==> src/cdoa_pkg.sv <==
// ----------------------------------------------------------------------------
// cdoa_pkg
// Shared types, constants and calendar helpers for the date offset adder.
// ----------------------------------------------------------------------------
package cdoa_pkg;

  // port field widths
  localparam int YearW  = 16;
  localparam int MonthW = 4;
  localparam int DayW   = 5;
  localparam int AddMW  = 8;
  localparam int AddDW  = 8;

  // internal widths
  localparam int YearIntW = 18;  // sum of two 16-bit years plus month carries
  localparam int MonIntW  = 9;   // -128 .. 142 before normalization
  localparam int DayIntW  = 9;   // -128 .. 158
  localparam int ResW     = 9;   // year residue modulo 400
  localparam int MnormW   = 10;  // biased month index 3 .. 273
  localparam int MprodW   = 16;
  localparam int ModVW    = 18;  // biased year 53 .. 131145
  localparam int ModProdW = 37;
  localparam int ModQW    = 10;

  localparam int MonthsPerYear = 12;

  // month normalization: (m - 1 + 132) / 12 by reciprocal 171 / 2^11
  localparam logic signed [MnormW-1:0] MonBias  = 10'sd131;
  localparam logic [MprodW-1:0]        MonRecip = 16'd171;
  localparam int                       MonShift = 11;
  localparam logic signed [YearIntW-1:0] MonQOffset = 18'sd11;

  // year residue: (y + 400 * 164) / 400 by reciprocal ceil(2^27 / 400)
  localparam logic [ModVW-1:0]    ModBias  = 18'd65600;
  localparam logic [ModProdW-1:0] ModRecip = 37'd335545;
  localparam int                  ModShift = 27;
  localparam logic [ModVW:0]      YearCycle = 19'd400;
  localparam logic [ResW-1:0]     ResLast   = 9'd399;

  // controller states
  typedef enum logic [2:0] {
    ST_IDLE,
    ST_MONTH,
    ST_MUL,
    ST_MOD,
    ST_DAY,
    ST_DONE
  } state_e;

  // commands from controller to datapath
  typedef struct packed {
    logic load;
    logic month_norm;
    logic mod_mul;
    logic mod_fix;
    logic day_step;
    logic out_load;
  } dp_cmd_t;

  // status from datapath to controller
  typedef struct packed {
    logic day_done;
  } dp_stat_t;

  // leap test on the year residue modulo 400
  function automatic logic leap_of(input logic [ResW-1:0] r);
    logic by4;
    logic century;
    by4     = (r[1:0] == 2'b00);
    century = (r == 9'd100) || (r == 9'd200) || (r == 9'd300);
    return by4 && !century;
  endfunction

  // days in month m (1..12)
  function automatic logic [DayW-1:0] month_len(input logic [MonthW-1:0] m,
                                                input logic leap);
    logic [DayW-1:0] len;
    case (m) inside
      4'd4, 4'd6, 4'd9, 4'd11: len = 5'd30;
      4'd2:                    len = leap ? 5'd29 : 5'd28;
      default:                 len = 5'd31;
    endcase
    return len;
  endfunction

endpackage

==> src/cdoa_ctrl.sv <==
// ----------------------------------------------------------------------------
// cdoa_ctrl
// Sequencer for the date offset adder: input/output handshake and datapath
// command generation.
// ----------------------------------------------------------------------------
module cdoa_ctrl (
  input  logic               clk_i,
  input  logic               rst_ni,
  input  logic               in_valid_i,
  output logic               in_stall_o,
  output logic               out_valid_o,
  input  logic               out_stall_i,
  output cdoa_pkg::dp_cmd_t  cmd_o,
  input  cdoa_pkg::dp_stat_t stat_i
);
  import cdoa_pkg::*;

  state_e state_q, state_d;
  logic   out_valid_q, out_valid_d;
  logic   slot_free;

  // result slot can take a new item when empty or being drained
  assign slot_free = !out_valid_q || !out_stall_i;

  // next state
  always_comb begin
    state_d = state_q;
    unique case (state_q)
      ST_IDLE:  if (in_valid_i) state_d = ST_MONTH;
      ST_MONTH: state_d = ST_MUL;
      ST_MUL:   state_d = ST_MOD;
      ST_MOD:   state_d = ST_DAY;
      ST_DAY:   if (stat_i.day_done) state_d = ST_DONE;
      ST_DONE:  if (slot_free) state_d = ST_IDLE;
      default:  state_d = ST_IDLE;
    endcase
  end

  // outputs
  always_comb begin
    cmd_o      = '0;
    in_stall_o = 1'b1;
    unique case (state_q)
      ST_IDLE: begin
        in_stall_o = 1'b0;
        cmd_o.load = in_valid_i;
      end
      ST_MONTH: cmd_o.month_norm = 1'b1;
      ST_MUL:   cmd_o.mod_mul    = 1'b1;
      ST_MOD:   cmd_o.mod_fix    = 1'b1;
      ST_DAY:   cmd_o.day_step   = !stat_i.day_done;
      ST_DONE:  cmd_o.out_load   = slot_free;
      default:  cmd_o            = '0;
    endcase
  end

  // result valid flag
  always_comb begin
    out_valid_d = out_valid_q;
    if (!out_stall_i) out_valid_d = 1'b0;
    if (cmd_o.out_load) out_valid_d = 1'b1;
  end

  always_ff @(posedge clk_i or negedge rst_ni) begin
    if (!rst_ni) begin
      state_q     <= ST_IDLE;
      out_valid_q <= 1'b0;
    end else begin
      state_q     <= state_d;
      out_valid_q <= out_valid_d;
    end
  end

  assign out_valid_o = out_valid_q;

endmodule

==> src/cdoa_dpath.sv <==
// ----------------------------------------------------------------------------
// cdoa_dpath
// Datapath for the date offset adder: field sums, month normalization,
// year residue modulo 400, one-month day steps and the result register.
// ----------------------------------------------------------------------------
module cdoa_dpath (
  input  logic                                clk_i,
  input  cdoa_pkg::dp_cmd_t                   cmd_i,
  output cdoa_pkg::dp_stat_t                  stat_o,
  input  logic signed [cdoa_pkg::YearW-1:0]   base_year_i,
  input  logic        [cdoa_pkg::MonthW-1:0]  base_month_i,
  input  logic        [cdoa_pkg::DayW-1:0]    base_day_i,
  input  logic signed [cdoa_pkg::YearW-1:0]   add_year_i,
  input  logic signed [cdoa_pkg::AddMW-1:0]   add_month_i,
  input  logic signed [cdoa_pkg::AddDW-1:0]   add_day_i,
  output logic signed [cdoa_pkg::YearW-1:0]   out_year_o,
  output logic        [cdoa_pkg::MonthW-1:0]  out_month_o,
  output logic        [cdoa_pkg::DayW-1:0]    out_day_o,
  output logic                                year_overflow_o
);
  import cdoa_pkg::*;

  logic signed [YearIntW-1:0] year_q, year_d;
  logic signed [MonIntW-1:0]  mon_q, mon_d;
  logic signed [DayIntW-1:0]  day_q, day_d;
  logic        [ResW-1:0]     res_q, res_d;
  logic        [ModVW-1:0]    modv_q;
  logic        [ModProdW-1:0] prod_q;

  logic signed [YearW-1:0]    oyear_q;
  logic        [MonthW-1:0]   omon_q;
  logic        [DayW-1:0]     oday_q;
  logic                       oovf_q;

  // month normalization
  logic signed [MnormW-1:0] mbias_s;
  logic        [MnormW-1:0] mbias;
  logic        [MprodW-1:0] mprod;
  logic        [4:0]        mquo;
  logic        [MnormW-1:0] mrem;
  logic        [MonthW-1:0] mon_norm;
  logic signed [YearIntW-1:0] year_norm;

  assign mbias_s  = MnormW'(mon_q) + MonBias;
  assign mbias    = $unsigned(mbias_s);
  assign mprod    = MprodW'(mbias) * MonRecip;
  assign mquo     = mprod[MprodW-1:MonShift];
  assign mrem     = mbias - (MnormW'(mquo) * 10'd12);
  assign mon_norm = mrem[MonthW-1:0] + 4'd1;
  assign year_norm = year_q + $signed(YearIntW'(mquo)) - MonQOffset;

  // year residue modulo 400
  logic [ModVW-1:0] modv;
  logic [ModQW-1:0] modq;
  logic [ModVW:0]   mod_rem0;
  logic [ModVW:0]   mod_rem;

  assign modv     = $unsigned(year_q) + ModBias;
  assign modq     = prod_q[ModProdW-1:ModShift];
  assign mod_rem0 = {1'b0, modv_q} - ((ModVW+1)'(modq) * YearCycle);
  assign mod_rem  = (mod_rem0 >= YearCycle) ? (mod_rem0 - YearCycle) : mod_rem0;

  // neighbor months for one day step
  logic [MonthW-1:0]   mon_cur, mon_next, mon_prev;
  logic [ResW-1:0]     res_next, res_prev;
  logic [YearIntW-1:0] year_next, year_prev;
  logic [DayW-1:0]     len_cur, len_prev;
  logic                go_fwd, go_back;

  always_comb begin
    mon_cur   = mon_q[MonthW-1:0];
    mon_next  = mon_cur + 4'd1;
    res_next  = res_q;
    year_next = $unsigned(year_q);
    if (mon_cur == 4'(MonthsPerYear)) begin
      mon_next  = 4'd1;
      res_next  = (res_q == ResLast) ? '0 : res_q + 9'd1;
      year_next = $unsigned(year_q) + 18'd1;
    end
    mon_prev  = mon_cur - 4'd1;
    res_prev  = res_q;
    year_prev = $unsigned(year_q);
    if (mon_cur == 4'd1) begin
      mon_prev  = 4'(MonthsPerYear);
      res_prev  = (res_q == '0) ? ResLast : res_q - 9'd1;
      year_prev = $unsigned(year_q) - 18'd1;
    end
  end

  assign len_cur  = month_len(mon_cur, leap_of(res_q));
  assign len_prev = month_len(mon_prev, leap_of(res_prev));
  assign go_fwd   = day_q > $signed(DayIntW'(len_cur));
  assign go_back  = day_q < $signed(9'sd1);
  assign stat_o.day_done = !go_fwd && !go_back;

  // next working values
  always_comb begin
    year_d = year_q;
    mon_d  = mon_q;
    day_d  = day_q;
    res_d  = res_q;
    if (cmd_i.load) begin
      year_d = YearIntW'(base_year_i) + YearIntW'(add_year_i);
      mon_d  = $signed(MonIntW'(base_month_i)) + MonIntW'(add_month_i);
      day_d  = $signed(DayIntW'(base_day_i)) + DayIntW'(add_day_i);
    end else if (cmd_i.month_norm) begin
      year_d = year_norm;
      mon_d  = $signed(MonIntW'(mon_norm));
    end else if (cmd_i.mod_fix) begin
      res_d = mod_rem[ResW-1:0];
    end else if (cmd_i.day_step) begin
      if (go_fwd) begin
        day_d  = day_q - $signed(DayIntW'(len_cur));
        mon_d  = $signed(MonIntW'(mon_next));
        year_d = $signed(year_next);
        res_d  = res_next;
      end else begin
        day_d  = day_q + $signed(DayIntW'(len_prev));
        mon_d  = $signed(MonIntW'(mon_prev));
        year_d = $signed(year_prev);
        res_d  = res_prev;
      end
    end
  end

  // working registers
  always_ff @(posedge clk_i) begin
    year_q <= year_d;
    mon_q  <= mon_d;
    day_q  <= day_d;
    res_q  <= res_d;
    if (cmd_i.mod_mul) begin
      modv_q <= modv;
      prod_q <= ModProdW'(modv) * ModRecip;
    end
  end

  // result register
  always_ff @(posedge clk_i) begin
    if (cmd_i.out_load) begin
      oyear_q <= year_q[YearW-1:0];
      omon_q  <= mon_q[MonthW-1:0];
      oday_q  <= day_q[DayW-1:0];
      oovf_q  <= !((year_q[YearIntW-1:YearW-1] == '0) ||
                   (year_q[YearIntW-1:YearW-1] == '1));
    end
  end

  assign out_year_o      = oyear_q;
  assign out_month_o     = omon_q;
  assign out_day_o       = oday_q;
  assign year_overflow_o = oovf_q;

endmodule

==> src/calendar_date_offset_add_unit.sv <==
// ----------------------------------------------------------------------------
// calendar_date_offset_add_unit
// Adds signed year, month and day offsets to a Gregorian date and
// normalizes month and day, with a 16-bit year overflow flag.
//
//   channel  direction  handshake                fields
//   in       sink       in_valid_i / in_stall_o  base_*, add_*
//   out      source     out_valid_o / out_stall_i out_year/month/day, overflow
//
// After transfer, an item passes through the month normalization, residue
// multiply, residue fix and day loop states to the result load; the day loop
// makes k one-month day steps (at most 5 for the offset range). The next input
// transfer can follow in the cycle after the load.
// The day loop steps one month per cycle using the current and previous
// month length lookups.
// Reset is asynchronous and active low and clears the sequencer and the
// result valid flag. A held result does not block the next input transfer;
// that item then waits in its last state until the result slot drains.
// ----------------------------------------------------------------------------
module calendar_date_offset_add_unit (
  input  logic                                clk_i,
  input  logic                                rst_ni,
  input  logic                                in_valid_i,
  output logic                                in_stall_o,
  input  logic signed [cdoa_pkg::YearW-1:0]   base_year_i,
  input  logic        [cdoa_pkg::MonthW-1:0]  base_month_i,
  input  logic        [cdoa_pkg::DayW-1:0]    base_day_i,
  input  logic signed [cdoa_pkg::YearW-1:0]   add_year_i,
  input  logic signed [cdoa_pkg::AddMW-1:0]   add_month_i,
  input  logic signed [cdoa_pkg::AddDW-1:0]   add_day_i,
  output logic                                out_valid_o,
  input  logic                                out_stall_i,
  output logic signed [cdoa_pkg::YearW-1:0]   out_year_o,
  output logic        [cdoa_pkg::MonthW-1:0]  out_month_o,
  output logic        [cdoa_pkg::DayW-1:0]    out_day_o,
  output logic                                year_overflow_o
);
  import cdoa_pkg::*;

  dp_cmd_t  cmd;
  dp_stat_t stat;

  // sequencer
  cdoa_ctrl u_ctrl (
    .clk_i       (clk_i),
    .rst_ni      (rst_ni),
    .in_valid_i  (in_valid_i),
    .in_stall_o  (in_stall_o),
    .out_valid_o (out_valid_o),
    .out_stall_i (out_stall_i),
    .cmd_o       (cmd),
    .stat_i      (stat)
  );

  // datapath
  cdoa_dpath u_dpath (
    .clk_i           (clk_i),
    .cmd_i           (cmd),
    .stat_o          (stat),
    .base_year_i     (base_year_i),
    .base_month_i    (base_month_i),
    .base_day_i      (base_day_i),
    .add_year_i      (add_year_i),
    .add_month_i     (add_month_i),
    .add_day_i       (add_day_i),
    .out_year_o      (out_year_o),
    .out_month_o     (out_month_o),
    .out_day_o       (out_day_o),
    .year_overflow_o (year_overflow_o)
  );

endmodule
==> config.mk <==
export PLATFORM = sky130hd
export DESIGN_NAME = calendar_date_offset_add_unit
export DESIGN_NICKNAME = d
export VERILOG_FILES = /design/src/cdoa_pkg.sv /design/src/cdoa_ctrl.sv /design/src/cdoa_dpath.sv /design/src/calendar_date_offset_add_unit.sv
export SDC_FILE = /design/constraint.sdc
export NUM_CORES = 1
export LEC_CHECK = 0
export BUFFER_PORTS_ARGS = -buffer_cell sky130_fd_sc_hd__buf_2
export CELL_PAD_IN_SITES_DETAIL_PLACEMENT = 1
export CELL_PAD_IN_SITES_GLOBAL_PLACEMENT = 2
export CORE_AREA = 2 2 218 220
export DETAILED_ROUTE_END_ITERATION = 7
export DIE_AREA = 0 0 220 222
export PLACE_DENSITY_LB_ADDON = 0.3
export SLEW_MARGIN = 20
export SYNTH_ARGS = -nofsm -noshare
export SYNTH_HDL_FRONTEND = slang
export SYNTH_HIERARCHICAL = 1
export SYNTH_SLANG_ARGS = --single-unit
==> constraint.sdc <==
create_clock -name clk_i -period 7 [get_ports clk_i]
set_input_delay 1.4 -clock clk_i [delete_from_list [all_inputs] [get_ports clk_i]]
set_output_delay 1.4 -clock clk_i [all_outputs]
set_load 0.005 [all_outputs]
# After elaboration in Yosys (flattened, before gate mapping)

Cells that the tools add are included.

Bits in registers: 130
Word-level logic and storage cells: 153
Input port bits: 61
Output and inout bits: 28

Bitwise operators: 2
$add $sub $neg: 19
$lt $le $gt $ge: 3
Multiplexer cells: 46
$mul: 4
Reduce and logical (&&, ||, !) cells: 33
Equality and inequality tests: 34

Operators by type and width:

| cell                     | number |
|---|---|
| $mux W9                  | 17 |
| $mux W18                 | 7 |
| $mul A18 B19 Y37 const B | 1 |
| $eq A9 B9 Y1 const B     | 3 |
| $eq A4 B4 Y1 const B     | 5 |
| $mux W5                  | 4 |
| $ge A19 B9 Y1 const B    | 1 |
| $sub A18 B19 Y19         | 1 |
| $add A18 B1 Y18 const B  | 1 |
| $add A18 B17 Y18 const B | 1 |
| $add A18 B6 Y18          | 1 |
| $eq A9 B7 Y1 const B     | 2 |
| $eq A9 B8 Y1 const B     | 2 |
| $pmux W3 S6              | 1 |
| $sub A18 B1 Y18 const B  | 1 |
| $sub A18 B5 Y18 const B  | 1 |
| $add A16 B16 Y17         | 1 |
| $eq A4 B3 Y1 const B     | 4 |
| $mul A10 B8 Y16 const B  | 1 |
| $mul A10 B5 Y15 const B  | 1 |
| $mux W4                  | 3 |
| $mux W1                  | 11 |
| $add A9 B9 Y10 const B   | 1 |
| $ne A2 B1 Y1 const B     | 5 |
| other kinds (37)         | 65 |

# Depth between registers and ports, before layout

Gate-level depths: netlist of run 1.

Word-level depth: 17
Gate-level depth with buffers: 33
Depth with buffers taken out: 32

# Cells and area by module

Netlist of run 1, hierarchy kept.

Modules (own cells, without submodules):

| module     | area each (sq um) | times used | sequential area each (sq um) | cells each |
|---|---|---|---|---|
| cdoa_dpath | 16360.7           | 1          | 2972.9                       | 1736 |
| cdoa_ctrl  | 234.0             | 1          | 100.1                        | 24 |

# Worst setup path before layout of run 1

No wires, ideal clock.

Path type: flip-flop to flip-flop
Start: register u_dpath.mon_q[0]
End: register u_dpath.year_q[16], data pin
Clock period less this slack: 7487 ps
Library setup time: 269 ps
Slack: -487 ps
Required time: 6731 ps
Cell stages (with the launch flop): 34
Data arrival time: 7219 ps
Path buffers: 1
Cell sequence: edfxtp_1 clkbuf_1 inv_1 ha_1 inv_1 and3_1 and3_1 xor2_1 inv_1 fa_1 inv_1 fa_1 inv_1 fa_1 inv_1 ha_1 a21oi_1 o21ai_1 a211oi_1 nor2_1 o21a_1 or2_2 ha_1 inv_1 ha_1 a21o_1 a21o_1 a2111oi_2 nor3_1 o41ai_1 o21ai_1 xnor2_1 nor2_1 o31ai_1

Longest elaborated chain between the ends: 9
Elaborated cells between the ends (all ways): 18
Classes of those cells: add/sub (3); mul (1); order compare (1); eq/ne (5); mux (7); reduce/logical (1)

RTL lines:

| element                                                 | line              | text |
|---|---|---|
| start, declared                                         | cdoa_dpath.sv:24  | `logic signed [MonIntW-1:0] mon_q, mon_d;` |
| start signal, assigned                                  | cdoa_dpath.sv:129 | `mon_q <= mon_d;` |
| branches (longest 7 deep; another with $add A18 B6 Y18) | --                |  |
| $mux W18 *                                              | cdoa_dpath.sv:106 | `end else if (cmd_i.month_norm) begin` |
| $mux W18 *                                              | cdoa_dpath.sv:102 | `if (cmd_i.load) begin` |
| net u_dpath.year_d[16]                                  | cdoa_dpath.sv:23  | `logic signed [YearIntW-1:0] year_q, year_d;` |
| end signal, assigned                                    | cdoa_dpath.sv:128 | `year_q <= year_d;` |
| end, declared                                           | cdoa_dpath.sv:23  |  |

Mark *: on every way through the listed nets, which the timed path passes. The select of a mux whose other input is x is not followed.
A chain may end at the register's enable or synchronous reset.

# Final worst setup path of run 1

Ends and elaborated chain as after synthesis.

==> metrics.txt, run 1 <==
status=finished clean; sequential share of the synthesized area=18.52%; Die Wd=220 um; nets=2448; Cell variety after synth=79; area grow syn2layout=14.30%; die area=48840 um^2; largest net degree at the start of global routing=40; antenna viol nets, final=0; Cell Rows=79; Reg-to-Reg End=u_dpath/year_q[16]; Synth top area share=25.18%; TritonRoute pass-1 iters=4; core box area=46260 um^2; Max Cap Viol=0; Required @ worst endpoint=7.10 ns; TritonCTS buffer count=9; syn_nets=2297; top post-synthesis cells by area=ha_1 25%, edfxtp_1 18%, fa_1 17%; CTS tree=done; crit path max fanout=3; Final period util=97.15%; R2R depth=32; die height=222 um; setup violators final=0; FMAX=147.0 MHz; worst path buffer plus inverter count=7; Vias=12840; post-synth top area cell=ha_1; number of synthesized flops with an enable pin=99; min-delay src=u_dpath/modv_q[2]; Crit path max-delay family=adder cells; flop-to-flop setup slack=0.20 ns; Hold Fails Final Rpt=0; initial antenna violation count=2; RSZ-0062 raised after global routing=yes; Post-CTS Hold Buffers=0; CTS sink cnt=103; Final GP Congestion=0.8512; Hold Path Class=flip-flop to flip-flop; IO Count=89; layout cell share with drive strength beyond 1=14.09%; CP peak stage delay=0.57 ns; Endpoint, Worst Hold=u_dpath/res_q[2]; Syn. warnings=6; DP HPWL=38950 um; fin. max-slew vios=0; Slew HR=30.29%; Synth Cell Area=16590 um^2; gr ovfl total=0; Slowest-stage cell, CP=fa_1; crit path time final=6.801 ns; CP Capture Type=flip-flop; hold-critical path depth=2; drt wl/cell=18.15 um; Clock Root Buffer=clkbuf_16; synthesis-stage register bit count=103; Least-Margin Pin Slew=1.043 ns; Clock Skews=0.01563 ns; worst r2r src=u_dpath/mon_q[0]; gr usage total=19.26%; total wire length=45820 um; PortBufs=88; starting DRC count in detailed routing=397; drc violations=0; vias in the first global route=14070; first-pass GRT wire length=73900 um; worst skew pair latency=0.38 ns; H-tree lvl count=3; Syn Area/Cell=9.429 um^2; routed vias/inst=5.086; CTS Buffer Depth=2; nature of the critical path startpoint=flip-flop; WP data arrival=6.90 ns; ys async rst share=3.883%; final instance area=18970 um^2; Main synth FF type=edfxtp_1; Cells after Synth=1760; starting density of the core=35.87%; critical path class=flip-flop to flip-flop; placed instance area=18270 um^2; Worst-path clk slew=0.08 ns
## flip-flops by register name, indices dropped and copies added (netlist names), 3 cells and up
register / cells
u_ctrl/state_q: 3
u_dpath/day_q: 9
u_dpath/modv_q: 18
u_dpath/mon_q: 9
u_dpath/out_day_o: 5
u_dpath/out_month_o: 4
u_dpath/out_year_o: 16
u_dpath/prod_q: 10
u_dpath/res_q: 9
u_dpath/year_q: 18
## layout make-up
| type | count | area [um^2] |
|---|---|---|
| timing repair buffer | 174 | 1110 |
| clock inverter | 4 | 33.78 |
| multi-input combinational | 1282 | 12440 |
| fill | 5351 | 27290 |
| sequential | 103 | 3073 |
| inverter | 341 | 1282 |
| clock buffer | 12 | 266.5 |
| tap | 607 | 759.5 |
| antenna | 1 | 2.502 |
## stage by stage
stage | setup WS (ns) | TNS [ns] | hold WS [ns] | utilization (%) | cells
floorplan | 0.01462 | 0 | 0.4244 | - | 1760
global placement | -0.04164 | -0.04928 | 0.5368 | 39.49 | 2492
detailed placement | -0.2862 | -1.614 | 0.5499 | 39.50 | 2492
CTS | 0.01974 | 0 | 0.5654 | 40.45 | 2514
global route | -0.1745 | -0.9700 | 0.5932 | 41.00 | 2524
finish | 0.1994 | 0 | 0.5633 | 41.00 | 2524
## routing by layer
metal	up-vias	track usage, %	part of all wire (%)
met2	115	34.32	51
met5	-	0	0
met1	6403	24.54	45
li1	6271	-	-
met3	49	1.756	1.7
met4	0	5.564	2.1
## logic make-up (layout without fill, tap and decap cells)
family / count (synthesis) / count (layout) / synth area share [%]
AO/OA/AOI/OAI: 333 / 333 / 13.07
XOR/XNOR: 133 / 133 / 7.065
adder cells (fa/ha/maj): 476 / 476 / 42.31
buffers and inverters: 375 / 531 / 8.550
flip-flops: 103 / 103 / 18.52
multiplexers: 5 / 5 / 0.3016
other: 0 / 1 / 0
AND/OR/NAND/NOR: 335 / 335 / 10.18
## tightest hold or removal path, stage by stage, from the launching register on
cell,delay [ns]
edfxtp_1,0.35
nand2_1,0.05
o21ai_0,0.06
## synth_stat cells, drive strengths merged, types with 10 or more instances
| master | number |
|---|---|
| a211oi | 22 |
| a21o | 42 |
| clkbuf | 29 |
| xor2 | 51 |
| o21bai | 10 |
| and3 | 10 |
| nor2b | 16 |
| nand2b | 17 |
| nand2 | 76 |
| a31oi | 19 |
| o21a | 12 |
| nor3 | 37 |
| fa | 142 |
| nand4 | 15 |
| xnor2 | 82 |
| edfxtp | 99 |
| ha | 334 |
| nand3 | 26 |
| inv | 341 |
| or2 | 10 |
| a21oi | 105 |
| nor2 | 86 |
| o21ai | 63 |
## placed cells by master, fill, tap and decap left out, drive strengths merged, types with 7 or more instances in the layout
cell type,netlist,routed
a31oi,19,19
and2,7,7
o41ai,7,7
xnor2,82,82
nand4,15,15
clkbuf,29,12
buf,5,174
a21o,42,42
o21bai,10,10
nand3,26,26
inv,341,344
o21ai,63,63
xor2,51,51
nand2b,17,17
nand2,76,76
nor2b,16,16
ha,334,334
nor2,86,86
o21a,12,12
or2,10,10
edfxtp,99,99
and3,10,10
a211oi,22,22
fa,142,142
nor3,37,37
a21oi,105,105
## what timing repair did
| action | 4_1_cts | 5_1_grt |
|---|---|---|
| resized for setup | 18 | 33 |
| setup endpoints to repair | 10 | 18 |
| pin swaps | 19 | 45 |
| hold endpoints to repair | 0 | 0 |
| setup buffers | 6 | 8 |
## worst max-delay path by stage
| stage | start | cells after the start | endpoint |
|---|---|---|---|
| 4_1_cts | u_dpath/mon_q[0] | 32 | u_dpath/year_q[16] |
| 5_1_grt | u_dpath/mon_q[0] | 32 | u_dpath/year_q[16] |
| 6_report | u_dpath/mon_q[0] | 32 | u_dpath/year_q[16] |
| 2_1_floorplan | u_dpath/mon_q[0] | 33 | u_dpath/year_q[16] |
| 3_3_place_gp | u_dpath/mon_q[1] | 32 | u_dpath/year_q[16] |
| 3_5_place_dp | u_dpath/mon_q[1] | 33 | u_dpath/year_q[17] |
Power of run 1 is left out: the tool's default activity adds up to more than one toggle a clock period on the data nets, which glitch-free logic cannot reach.
==> run 2, diff against run 1 <==
Settings changed: SETUP_SLACK_MARGIN set to 0.5.
==> run 2 against run 1 <==
Against the previous run: die area is the same; sequential cell count is the same; design area increased by 4.1%; critical endpoint is now u_dpath/year_q[14]; largest cell class unchanged; worst hold slack worse by 0.014 ns; cell count increased by 1.0%; core utilization is 1.7 points higher; sequential share of layout area decreased by 0.64 points.
==> metrics.txt, run 2 (synthesis results as in run 1) <==
TritonCTS buffer count=9; Cell Rows=79; worst skew pair latency=0.38 ns; Required @ worst endpoint=7.10 ns; nature of the critical path startpoint=flip-flop; WP data arrival=7.01 ns; Hold Path Class=flip-flop to flip-flop; first-pass GRT wire length=75000 um; CTS Buffer Depth=2; H-tree lvl count=3; initial antenna violation count=0; most frequent CP cell=ha_4; crit path time final=6.911 ns; setup violators final=0; placed cell count=2472; starting DRC count in detailed routing=411; WHS=0.5488 ns; CTS sink cnt=103; status=finished clean; commonest non-fill, non-tap cells in the layout=323 x inv_1, 305 x ha_1, 137 x fa_1; CP peak stage delay=0.51 ns; gr usage total=19.45%; starting density of the core=35.87%; Final GP Congestion=0.8660; drt wl/cell=18.23 um; routed vias/inst=5.087; fin. max-slew vios=0; CP Capture Type=flip-flop; Slew HR=27.43%; final core occ=42.69%; Hold Fails Final Rpt=0; DP HPWL=38160 um; die height=222 um; Max Cap Viol=0; CTS tree=done; layout cell share with drive strength beyond 1=18.33%; critical path class=flip-flop to flip-flop; FMAX=144.7 MHz; area grow syn2layout=19.00%; largest net degree at the start of global routing=40; Vias=12970; crit path max fanout=4; RSZ-0062 raised after global routing=yes; Slowest-stage cell, CP=fa_1; antenna viol nets, final=0; Die Wd=220 um; vias in the first global route=14070; fillers=5264; Clock Root Buffer=clkbuf_16; most common cell after layout, fill and taps aside=inv_1; final setup margin=0.08908 ns; Least-Margin Pin Slew=1.086 ns; Clock Skews=0.01471 ns; total wire length=46480 um; nets=2474; IO Count=89; post-route insts no fill=2550; gr ovfl total=0; Worst-path clk slew=0.09 ns; TritonRoute pass-1 iters=5; die area=48840 um^2; PortBufs=88; Final period util=98.73%; core box area=46260 um^2; drc violations=0; DP Worst Slack=-0.08019 ns
-- run 2: through the flow --
| stage | TNS (ns) | area (um^2) |
|---|---|---|
| after global placement | 0 | 18300 |
| after CTS | 0 | 19280 |
| after floorplan | 0 | 16850 |
| final | 0 | 19750 |
| after global routing | -1.064 | 19750 |
| after detailed placement | -0.2528 | 18310 |
-- run 2: path summary, 6_finish.rpt --
check                           slack (ns)              from              endpoint  cells after the start
worst max-delay path                  0.09  u_dpath/mon_q[0]    u_dpath/year_q[14]                     32
worst min-delay path                  0.55  u_dpath/day_q[0]  u_dpath/out_day_o[0]                      0
worst max register to register        0.09  u_dpath/mon_q[0]    u_dpath/year_q[14]                     32
worst min register to register        0.55  u_dpath/day_q[0]  u_dpath/out_day_o[0]                      0
max in group asynchronous             6.07            rst_ni     u_ctrl/state_q[2]                      1
min in group asynchronous             0.80            rst_ni    u_ctrl/out_valid_o                      1
-- run 2: repair_timing --
| action | in CTS | in global routing |
|---|---|---|
| setup buffers | 40 | 21 |
| gates resized for setup | 59 | 61 |
| pin swaps | 61 | 77 |
| cloned | 0 | 0 |
| endpoints found under the setup margin | 19 | 22 |
| hold buffers | 0 | 0 |
-- run 2: area by class of cell --
type	count	area, um^2	share of cell area (%)
antenna	1	2.502	0.01267
clock buffer	9	225.2	1.140
clock inverter	7	112.6	0.5702
inverter	341	1287	6.520
multi-input combinational	1282	12940	65.51
sequential	103	3073	15.56
tap	607	759.5	3.846
timing repair buffer	200	1350	6.836
-- run 2: worst max-delay path, delay by kind of cell (launching register included) --
kind | cells | cell delay (ns)
buffers and inverters | 8 | 0.56
adders and majority gates | 8 | 2.63
xor gates and xnor gates | 2 | 0.25
and+or+nand+nor | 4 | 0.62
DFF | 1 | 0.50
AOI/OAI and AO/OA | 10 | 2.06
-- run 2: routing by layer --
layer / vias to the layer above / routed length (um) / GRT usage (%)
met2: 91 / 24150 / 34.94
met4: 0 / 520 / 3.789
li1: 6333 / - / -
met1: 6517 / 21180 / 25.61
met3: 30 / 625 / 1.303
met5: - / 0 / 0
Power of run 2 is left out for the same reason.
